## src/rtl/odc_pkg.sv

```systemverilog
// ============================================================================
// Octave and DAC word calculator - shared package
// Field widths, octave thresholds, divider sizing and the request entry that
// travels from the front end, through the queue, to the divider back end.
// ============================================================================
package odc_pkg;

    localparam int FREQ_W     = 27;
    localparam int OCT_W      = 4;
    localparam int DAC_W      = 10;
    localparam int WORD_W     = 16;
    localparam int QUOT_W     = 12;
    localparam int DIVIDEND_W = 38;
    localparam int REM_CMP_W  = 40;
    localparam int NUM_THRESH = 15;

    // Strictly-greater thresholds; the octave is the number of them exceeded.
    localparam logic [FREQ_W-1:0] OCT_THRESH [NUM_THRESH] = '{
        27'd2076,    27'd4152,    27'd8304,    27'd16610,   27'd33220,
        27'd66430,   27'd132900,  27'd265700,  27'd531400,  27'd1063000,
        27'd2126000, 27'd4252000, 27'd8503000, 27'd17010000, 27'd34010000
    };

    // Twice 2078 * 2^10; shifted left by the octave it gives the numerator.
    localparam logic [DIVIDEND_W-1:0] NUM_BASE = 38'd4255744;

    // The code is 2048 minus the quotient; quotients outside 1025..2048 clamp.
    localparam logic [QUOT_W-1:0] Q_CODE_ZERO = 12'd2048;
    localparam logic [QUOT_W-1:0] Q_CODE_TOP  = 12'd1025;
    localparam logic [DAC_W-1:0]  DAC_MAX     = 10'd1023;

    typedef struct packed {
        logic [OCT_W-1:0]      oct;
        logic                  zero;
        logic [FREQ_W-1:0]     freq;
        logic [DIVIDEND_W-1:0] dividend;
    } entry_t;

endpackage

```

## src/rtl/oscillator_octave_dac_calculator_core.sv

```systemverilog
// ============================================================================
// Octave and DAC word calculator - top level
// Turns a requested frequency into an octave, a ten-bit DAC code and the
// packed sixteen-bit control word of a programmable oscillator.
// ============================================================================
// Usage. Both sides look like a queue. A frequency request is written with
// push while full is low; a result is read from the output ports while empty
// is low and is removed with pop. Each request gives exactly one result, in
// request order.
// The front end classifies a request in the cycle it is written and places
// it in a short request queue. The back end is a restoring divider with one
// quotient bit per stage; a request passes from the queue through the
// divider stage registers to the result register. One request can be
// written and one result read in every cycle; the rate is set by the
// divider pipeline, which takes a new request each cycle it advances.
// If the reader stalls, the result register holds its value, the divider
// pipeline freezes and the request queue fills; full rises once its
// QUEUE_DEPTH entries are taken. Reset empties the queue and clears every
// valid flag, so empty is high and full is low after reset. No state links
// one request with the next.
// ============================================================================
module oscillator_octave_dac_calculator_core
#(
    parameter int QUEUE_DEPTH = 4
)
(
    input  logic                        clk,
    input  logic                        rst_n,
    input  logic                        push,
    output logic                        full,
    input  logic [odc_pkg::FREQ_W-1:0]  frequency_hz,
    output logic                        empty,
    input  logic                        pop,
    output logic [odc_pkg::OCT_W-1:0]   octave,
    output logic [odc_pkg::DAC_W-1:0]   dac_code,
    output logic [odc_pkg::WORD_W-1:0]  control_word,
    output logic                        range_error
);

    odc_pkg::entry_t front_entry;
    odc_pkg::entry_t head_entry;
    logic            queue_empty;
    logic            back_take;
    logic            back_valid;

    // Front end: octave choice, zero detection and dividend.
    odc_front u_front
    (
        .freq  (frequency_hz),
        .entry (front_entry)
    );

    // Request queue between the front end and the divider.
    odc_queue
    #(
        .DEPTH (QUEUE_DEPTH)
    )
    u_queue
    (
        .clk      (clk),
        .rst_n    (rst_n),
        .push     (push),
        .wr_entry (front_entry),
        .full     (full),
        .pop      (back_take),
        .empty    (queue_empty),
        .rd_entry (head_entry)
    );

    // Back end: divider pipeline, clamp and result register.
    odc_back u_back
    (
        .clk       (clk),
        .rst_n     (rst_n),
        .in_valid  (!queue_empty),
        .in_entry  (head_entry),
        .in_take   (back_take),
        .out_valid (back_valid),
        .out_pop   (pop),
        .out_oct   (octave),
        .out_dac   (dac_code),
        .out_err   (range_error)
    );

    assign empty        = !back_valid;
    // The two low configuration bits of the word are always zero.
    assign control_word = {octave, dac_code, 2'b00};

endmodule

```

## src/rtl/odc_front.sv

```systemverilog
// ============================================================================
// Octave and DAC word calculator - front end
// Classifies a request: picks the octave, flags a zero frequency and forms
// the dividend of the rounded division for the back end.
// ============================================================================
module odc_front
(
    input  logic [odc_pkg::FREQ_W-1:0] freq,
    output odc_pkg::entry_t            entry
);

    logic [odc_pkg::OCT_W-1:0] oct;

    // Thresholds rise monotonically, so the last one exceeded sets the octave.
    always_comb
    begin
        oct = '0;
        for (int i = 0; i < odc_pkg::NUM_THRESH; i++)
        begin
            if (freq > odc_pkg::OCT_THRESH[i])
            begin
                oct = odc_pkg::OCT_W'(i + 1);
            end
        end
    end

    // The dividend is N + f - 1 with N = 4156 * 2^(10+octave), which turns
    // the ceiling needed for the rounding into a plain floor division by 2f.
    always_comb
    begin
        entry.oct      = oct;
        entry.zero     = (freq == '0);
        entry.freq     = freq;
        entry.dividend = (odc_pkg::NUM_BASE << oct)
                       + odc_pkg::DIVIDEND_W'(freq)
                       - odc_pkg::DIVIDEND_W'(1);
    end

endmodule

```

## src/rtl/odc_queue.sv

```systemverilog
// ============================================================================
// Octave and DAC word calculator - request queue
// A short first-in first-out queue of classified requests that decouples the
// front end from the divider back end.
// ============================================================================
module odc_queue
#(
    parameter int DEPTH = 4
)
(
    input  logic            clk,
    input  logic            rst_n,
    input  logic            push,
    input  odc_pkg::entry_t wr_entry,
    output logic            full,
    input  logic            pop,
    output logic            empty,
    output odc_pkg::entry_t rd_entry
);

    localparam int PTR_W = (DEPTH > 1) ? $clog2(DEPTH) : 1;
    localparam int CNT_W = $clog2(DEPTH + 1);

    odc_pkg::entry_t  mem_reg [DEPTH];
    logic [PTR_W-1:0] wr_ptr_reg;
    logic [PTR_W-1:0] wr_ptr_next;
    logic [PTR_W-1:0] rd_ptr_reg;
    logic [PTR_W-1:0] rd_ptr_next;
    logic [CNT_W-1:0] count_reg;
    logic [CNT_W-1:0] count_next;
    logic             do_push;
    logic             do_pop;

    assign full     = (count_reg == CNT_W'(DEPTH));
    assign empty    = (count_reg == '0);
    assign do_push  = push && !full;
    assign do_pop   = pop && !empty;
    assign rd_entry = mem_reg[rd_ptr_reg];

    always_comb
    begin
        wr_ptr_next = wr_ptr_reg;
        rd_ptr_next = rd_ptr_reg;
        count_next  = count_reg;
        if (do_push)
        begin
            wr_ptr_next = (wr_ptr_reg == PTR_W'(DEPTH - 1)) ? '0 : wr_ptr_reg + PTR_W'(1);
        end
        if (do_pop)
        begin
            rd_ptr_next = (rd_ptr_reg == PTR_W'(DEPTH - 1)) ? '0 : rd_ptr_reg + PTR_W'(1);
        end
        if (do_push && !do_pop)
        begin
            count_next = count_reg + CNT_W'(1);
        end
        else if (do_pop && !do_push)
        begin
            count_next = count_reg - CNT_W'(1);
        end
    end

    always_ff @(posedge clk or negedge rst_n)
    begin
        if (!rst_n)
        begin
            wr_ptr_reg <= '0;
            rd_ptr_reg <= '0;
            count_reg  <= '0;
        end
        else
        begin
            wr_ptr_reg <= wr_ptr_next;
            rd_ptr_reg <= rd_ptr_next;
            count_reg  <= count_next;
        end
    end

    always_ff @(posedge clk)
    begin
        if (do_push)
        begin
            mem_reg[wr_ptr_reg] <= wr_entry;
        end
    end

endmodule

```

## src/rtl/odc_back.sv

```systemverilog
// ============================================================================
// Octave and DAC word calculator - divider back end
// A pipelined restoring divider, one quotient bit per stage, followed by the
// clamp to the ten-bit code and the result register.
// ============================================================================
module odc_back
(
    input  logic                       clk,
    input  logic                       rst_n,
    input  logic                       in_valid,
    input  odc_pkg::entry_t            in_entry,
    output logic                       in_take,
    output logic                       out_valid,
    input  logic                       out_pop,
    output logic [odc_pkg::OCT_W-1:0]  out_oct,
    output logic [odc_pkg::DAC_W-1:0]  out_dac,
    output logic                       out_err
);

    localparam int QW = odc_pkg::QUOT_W;
    localparam int CW = odc_pkg::REM_CMP_W;

    typedef struct packed {
        logic [odc_pkg::OCT_W-1:0]      oct;
        logic                           zero;
        logic                           ovf;
        logic [odc_pkg::FREQ_W-1:0]     freq;
        logic [odc_pkg::DIVIDEND_W-1:0] rem;
        logic [QW-1:0]                  quot;
    } stage_t;

    stage_t                    stage_reg [QW+1];
    stage_t                    stage0_next;
    logic [QW:0]               valid_reg;
    logic                      adv;
    logic                      out_valid_reg;
    logic [odc_pkg::OCT_W-1:0] oct_reg;
    logic [odc_pkg::DAC_W-1:0] dac_reg;
    logic [odc_pkg::DAC_W-1:0] dac_next;
    logic                      err_reg;
    logic                      err_next;

    // The whole pipeline moves together whenever the result register is free.
    assign adv       = !out_valid_reg || out_pop;
    assign in_take   = adv && in_valid;
    assign out_valid = out_valid_reg;
    assign out_oct   = oct_reg;
    assign out_dac   = dac_reg;
    assign out_err   = err_reg;

    // A quotient of 4096 or more only ever clamps, so it is flagged up front.
    always_comb
    begin
        stage0_next.oct  = in_entry.oct;
        stage0_next.zero = in_entry.zero;
        stage0_next.freq = in_entry.freq;
        stage0_next.rem  = in_entry.dividend;
        stage0_next.quot = '0;
        stage0_next.ovf  = CW'(in_entry.dividend) >= (CW'({in_entry.freq, 1'b0}) << QW);
    end

    always_ff @(posedge clk)
    begin
        if (adv)
        begin
            stage_reg[0] <= stage0_next;
        end
    end

    for (genvar s = 1; s <= QW; s++)
    begin : g_step
        logic [CW-1:0] div_shift;
        logic          take_bit;
        stage_t        stage_next;

        assign div_shift = CW'({stage_reg[s-1].freq, 1'b0}) << (QW - s);
        assign take_bit  = CW'(stage_reg[s-1].rem) >= div_shift;

        always_comb
        begin
            stage_next      = stage_reg[s-1];
            stage_next.quot = {stage_reg[s-1].quot[QW-2:0], take_bit};
            if (take_bit)
            begin
                stage_next.rem = odc_pkg::DIVIDEND_W'(CW'(stage_reg[s-1].rem) - div_shift);
            end
        end

        always_ff @(posedge clk)
        begin
            if (adv)
            begin
                stage_reg[s] <= stage_next;
            end
        end
    end

    // The code is 2048 minus the quotient, saturated to the ten-bit range.
    always_comb
    begin
        dac_next = '0;
        err_next = 1'b0;
        if (stage_reg[QW].zero || stage_reg[QW].ovf
            || (stage_reg[QW].quot > odc_pkg::Q_CODE_ZERO))
        begin
            err_next = 1'b1;
        end
        else if (stage_reg[QW].quot < odc_pkg::Q_CODE_TOP)
        begin
            dac_next = odc_pkg::DAC_MAX;
            err_next = 1'b1;
        end
        else
        begin
            dac_next = odc_pkg::DAC_W'(odc_pkg::Q_CODE_ZERO - stage_reg[QW].quot);
        end
    end

    always_ff @(posedge clk or negedge rst_n)
    begin
        if (!rst_n)
        begin
            valid_reg     <= '0;
            out_valid_reg <= 1'b0;
        end
        else if (adv)
        begin
            valid_reg     <= {valid_reg[QW-1:0], in_valid};
            out_valid_reg <= valid_reg[QW];
        end
    end

    always_ff @(posedge clk)
    begin
        if (adv && valid_reg[QW])
        begin
            oct_reg <= stage_reg[QW].oct;
            dac_reg <= dac_next;
            err_reg <= err_next;
        end
    end

endmodule
```

## config.mk

```make
export PLATFORM = sky130hd
export DESIGN_NAME = oscillator_octave_dac_calculator_core
export DESIGN_NICKNAME = d
export VERILOG_FILES = /design/src/rtl/odc_pkg.sv /design/src/rtl/oscillator_octave_dac_calculator_core.sv /design/src/rtl/odc_front.sv /design/src/rtl/odc_queue.sv /design/src/rtl/odc_back.sv
export SDC_FILE = /design/constraint.sdc
export NUM_CORES = 2
export LEC_CHECK = 0
export BUFFER_PORTS_ARGS = -buffer_cell sky130_fd_sc_hd__buf_4
export CORE_MARGIN = 2
export CORE_UTILIZATION = 35
export DETAILED_ROUTE_END_ITERATION = 8
export PLACE_DENSITY_LB_ADDON = 0.08
export RECOVER_POWER = 100
export SLEW_MARGIN = 20
export SYNTH_ARGS = -nofsm -noshare
export SYNTH_HDL_FRONTEND = slang
export SYNTH_SLANG_ARGS = --single-unit
```

## constraint.sdc

```tcl
create_clock -name clk -period 43.3 [get_ports clk]
set_input_delay 4.33 -clock clk [delete_from_list [all_inputs] [get_ports clk]]
set_output_delay 4.33 -clock clk [all_outputs]
set_load 0.005 [all_outputs]
```

## Word level (Yosys, flattened, before mapping)

Memory sizes are Yosys's and may differ from the RTL's.
Cells that the tools add are included.

| storage, ports and cells | value |
|---|---|
| output and inout port bits | 33 |
| flip-flop bits (word level) | 36 |
| memories kept | 2 |
| memory bits (writable) | 1,359 |
| bits of input ports | 31 |
| word-level logic and storage cells | 117 |

| cells by class | value |
|---|---|
| equal/unequal tests | 3 |
| magnitude comparators | 30 |
| reduce and logical (&&, ||, !) cells | 17 |
| add/subtract/negate cells | 19 |
| mux-type cells | 37 |
| shifts and indexed selects | 1 |

Memories:

| name | depth | bits a word | rd ports | clocked after memory_dff | wr ports | RTL line | source |
|---|---|---|---|---|---|---|---|
| u_back.stage_reg | 13 | 83 | 13 | 0 | 13 | odc_back.sv:32 | `stage_t stage_reg [QW+1];` |
| u_queue.mem_reg | 4 | 70 | 1 | 0 | 1 | odc_queue.sv:24 | `odc_pkg::entry_t mem_reg [DEPTH];` |

Operator list:

| cell | number |
|---|---|
| 2-to-1 mux 38 bit | 12 |
| subtractor 38 bit | 2 |
| greater-or-equal comparator 38 x 40 -> 1 bit | 1 |
| greater-or-equal comparator 38 x 39 -> 1 bit | 1 |
| adder 38 x 27 -> 38 bit | 1 |
| greater-or-equal comparator 38 x 28 -> 1 bit | 1 |
| greater-or-equal comparator 38 x 29 -> 1 bit | 1 |
| greater-or-equal comparator 38 x 30 -> 1 bit | 1 |
| greater-or-equal comparator 38 x 31 -> 1 bit | 1 |
| greater-or-equal comparator 38 x 32 -> 1 bit | 1 |
| greater-or-equal comparator 38 x 33 -> 1 bit | 1 |
| greater-or-equal comparator 38 x 34 -> 1 bit | 1 |
| greater-or-equal comparator 38 x 35 -> 1 bit | 1 |
| greater-or-equal comparator 38 x 36 -> 1 bit | 1 |
| greater-or-equal comparator 38 x 37 -> 1 bit | 1 |
| greater-or-equal comparator 38 bit | 1 |
| left shift 23 x 4 -> 38 bit, first input constant | 1 |
| subtractor 38 x 1 -> 38 bit, second input constant | 1 |
| subtractor 38 x 28 -> 38 bit | 1 |
| subtractor 38 x 29 -> 38 bit | 1 |
| subtractor 38 x 30 -> 38 bit | 1 |
| subtractor 38 x 31 -> 38 bit | 1 |
| subtractor 38 x 32 -> 38 bit | 1 |
| subtractor 38 x 33 -> 38 bit | 1 |
| 38 further kinds | 71 |

## Logic depth before layout (Yosys ltp)

| depth | value |
|---|---|
| depth after elaboration | 19 |
| depth in mapped cells | 26 |
| gate-level depth less buffers | 25 |

## Cells and area by module

A second synthesis with hierarchy kept.

| unflattened totals | value |
|---|---|
| cell total of the unflattened synthesis | 5,429 |
| area total of the unflattened synthesis | 66,020.8 µm² |

Modules (own cells, without submodules):

| module | cells each | area an instance (µm²) | sequential area each (µm²) | times used |
|---|---|---|---|---|
| odc_back | 4,380 | 51,122.8 | 28,907.7 | 1 |
| odc_queue | 403 | 10,527.6 | 8,583.2 | 1 |
| odc_front | 627 | 4,239.1 | 0.0 | 1 |
| oscillator_octave_dac_calculator_core | 19 | 131.4 | 0.0 | 1 |

## Worst setup path after synthesis

OpenSTA, ideal clock, no wires.

| timing path | value |
|---|---|
| path kind | input to register |
| start | in pop |
| end | reg u_back.valid_reg[10] |
| slack | 9.812 ns |
| data required time | 43.116 ns |
| setup time | 0.184 ns |
| arrival | 33.304 ns |
| path buffers | 2 |
| stages | 4 |
| path through | nand2b_1 clkbuf_1 buf_1 mux2_2 |

| on the way | value |
|---|---|
| cells in the longest elaborated chain, start to end | 1 |

Ends and longest elaborated chain:

| element | RTL line | source |
|---|---|---|
| from (decl) | oscillator_octave_dac_calculator_core.sv:33 | `input logic pop,` |
| logical OR 1 bit | odc_back.sv:44 | `assign adv = !out_valid_reg \|\| out_pop;` |
| to (signal assigned) | odc_back.sv:128 | `valid_reg <= {valid_reg[QW-1:0], in_valid};` |
| to (decl) | odc_back.sv:34 | `logic [QW:0] valid_reg;` |

No other way between the ends.
A chain may end at the register's enable or synchronous reset.

==> flow_summary.ini <==
[yosys]
synth_area_leaders = edfxtp_1 (57%), ha_1 (8.5%), inv_1 (3.1%), a21oi_1 (2.9%), mux4_2 (2.5%)
yosys_warnings = 0
synth_edf_count = 1231
ys_ff_latch = 1252
synth_top_family_by_area = compound AO/OA/AOI/OAI gates
synthArstFlopShare_pct = 1.68
yosys.area_share.simple_pct = 8.91
ys.flop_type = edfxtp_1
synth_mux_area_share_pct = 3.74
synth_compound_area_share_pct = 11.9
synthXorXnorAreaFrac_pct = 4.36
synth_cells = 5181
synth_largest_area_cell = edfxtp_1
synth_top_area_share_pct = 57.5
syn_area_sq_um = 64300
synth_adder_area_share_pct = 8.93
syn_area_per_cell_sq_um = 12.4
yosysSeqAreaShare_pct = 58.3
synth.distinct_cells = 96

[timing]
layout_min_cycle_time_ps = 21480
rsz0062_at_grt = no
tightest_slew_ps = 9400
tns_ps = 0
timing.final.max_slew_violations = 1809
whs_ps = 405
finalCritPeriodShare_pct = 49.6
fin_skew_ps = 29.8
clock.fmax_mhz = 46.6
slew_headroom_pct = -527
setup_viol = 0
hold_violations = 0
worst_slack_ps = 21820

[clock_tree]
clk_pin_slew_worst_paths_ps = 60
cts_buffer_depth = 3
clock_latency_ps = 790
cts_made_buffers = 150
htreeDepth = 4
post_cts_buffers = 0
cts_tree = built
cts_num_sinks = 1252
cts_root_buffer = clkbuf_16
cts_resized = 0
ctsHoldBuffers = 0

[status]
status = complete, but fails checks
violations = max-capacitance violations, max-slew violations

[setup_path]
crit_chain = clkbuf_4, nand2b_1, clkbuf_1, clkbuf_1, clkbuf_1, clkbuf_1, clkbuf_1
worstRegToRegCells = 6
r2r_slack_ps = 25160
path_buf_inv = 6
cp_slowest_cell = clkbuf_1
cp_data_arrival_time_ps = 21800
cp-end-kind = flip-flop
rr_startpoint = u_back.out_valid
critPathLaunchType = primary input
path_common_cell = clkbuf_1
criticalPathCategory = in2reg
crit_family = buffers and inverters
cp_max_fo = 175
cp.depth = 7
max_stage_delay_ps = 6560
cp.required_ps = 43620
r2r-end = u_back.stage_reg[11][29]

[cells_and_area]
seqCellArea_sq_um = 37500
syn_to_final_growth_pct = 11.9
layout-drive-gt1-share_pct = 7.75
largest_reg_flops = 936
fillerInstances = 17429
nets = 5797
multiInputGateArea_sq_um = 24300

[global_route]
grt_max_degree = 176
grt_pass1_wl_um = 243000
grt_overflow = 0
grt_antenna_before_repair = 2
grt_pass1_vias = 40904
grt_usage_pct = 17.1

[worst_hold_path]
hp-class = reg2reg
hold_start = u_back.stage_reg[7][78]
min_path_cells = 0
hold_end = u_back.stage_reg[8][78]

[power_and_ir_drop]
vdd_ir_drop_max_v = 0.0000397
power.leakage_nw = 27.7
power_per_cell_area_nw_per_um2 = 86.1

[die]
io_pins = 64
die_x_um = 433
core.rowCount = 157
start_util_pct = 35.2
fp.dieH_um = 433
dieArea_sq_um = 187000
coreArea_sq_um = 183000

[drt]
first_iter_violations = 1924
via_per_inst = 4.98
ant_nets = 0
totalWireLength_um = 160000
via_count = 39334
drc_errors = 0
wire_per_inst_um = 20.3
firstDrtPassIters = 7

[place]
dp_slack_ps = 32790
gp_congestion = 0.848
placement.io_buffers = 61
hpwl_um = 121000

[run]
cap_violations = 34
## area by class of cell
cell class / instances / area share [%]
Antenna cell: 2 / 0.00695
Clock buffer: 199 / 5.65
Clock inverter: 69 / 0.840
Inverter: 528 / 2.75
Multi-Input combinational cell: 3288 / 33.7
Sequential cell: 1252 / 52.1
Tap cell: 2464 / 4.28
Timing Repair Buffer: 95 / 0.688
## through the flow
| stage | area [sq um] | total power [mW] | util, % | instances |
|---|---|---|---|---|
| 4_1_cts | 72400 | 6.28 | 39.6 | 7895 |
| 3_3_place_gp | 67700 | 5.03 | 37.0 | 7627 |
| 2_1_floorplan | 64300 | 4.38 | - | 5182 |
| 6_report | 72000 | 6.20 | 39.4 | 7897 |
| 5_1_grt | 72000 | 6.67 | 39.4 | 7895 |
| 3_5_place_dp | 67700 | 5.04 | 37.0 | 7627 |
## where the power goes
group | internal, mW | switching (mW)
registers | 2.04 | 0.278
clock network | 0.711 | 0.497
logic | 1.12 | 1.56
## metal layers
layer	share of wire, %	vias to the layer above	global-route usage, %
li1	-	19498	-
met4	5.2	0	8.59
met5	0	-	0
met1	37	19018	17.3
met2	55	526	33.8
met3	2.4	292	2.36
## cell usage after synthesis (59+ instances only)
cell type,instances
a21o_1,155
a21oi_1,369
edfxtp_1,1231
ha_1,438
inv_1,527
mux2_2,70
mux4_2,70
nand2_1,332
nand2b_1,61
nand3_1,69
nand4_1,59
nor2_1,282
nor3_1,86
o21ai_0,305
xnor2_1,176
xor2_1,144
## logic make-up (layout without fill, tap and decap cells)
logic type               count (synthesis)  after routing
other                                    1              4
adder cells (fa/ha/maj)                451            451
multiplexers                           144            144
flip-flops                            1252           1252
buffers and inverters                  642            891
AND/OR/NAND/NOR                       1167           1167
XOR/XNOR                               320            320
AO/OA/AOI/OAI                         1204           1204
## placed cells by master (no fill, tap or decap), types with 17 or more instances in the layout
master     count
o211ai_1      24
edfxtp_1    1231
mux4_2        70
nor2_1       283
clkinv_2      18
a21o_1       155
nor2b_1       55
a31oi_1       33
clkbuf_1     100
inv_1        528
or3_1         20
or2_2         22
nand2b_1      61
nand3_1       69
ha_1         438
a21oi_1      371
and3_1        41
o21a_1        56
nand2_1      332
xnor2_1      176
clkinv_1      27
nand4_1       59
or4_1         20
clkbuf_16    155
xor2_1       144
o21ai_0      306
o21bai_1      33
o31ai_1       28
dfrtp_1       20
nor4_1        35
mux2_2        58
a211oi_1      34
o31a_1        22
and2_1        17
clkbuf_4      32
nor3_1        86
## how the worst max path moves through the flow
stage,from,end,slack [ps]
floorplan,pop,u_back.valid_reg[10],9810
global placement,frequency_hz[4],u_queue.mem_reg[1][34],32750
detailed placement,frequency_hz[8],u_queue.mem_reg[1][34],32790
CTS,frequency_hz[8],u_queue.mem_reg[1][34],33640
global route,pop,u_back.stage_reg[11][51],19540
finish,pop,u_back.stage_reg[11][29],21820
Power figures use the tool's default switching activity.
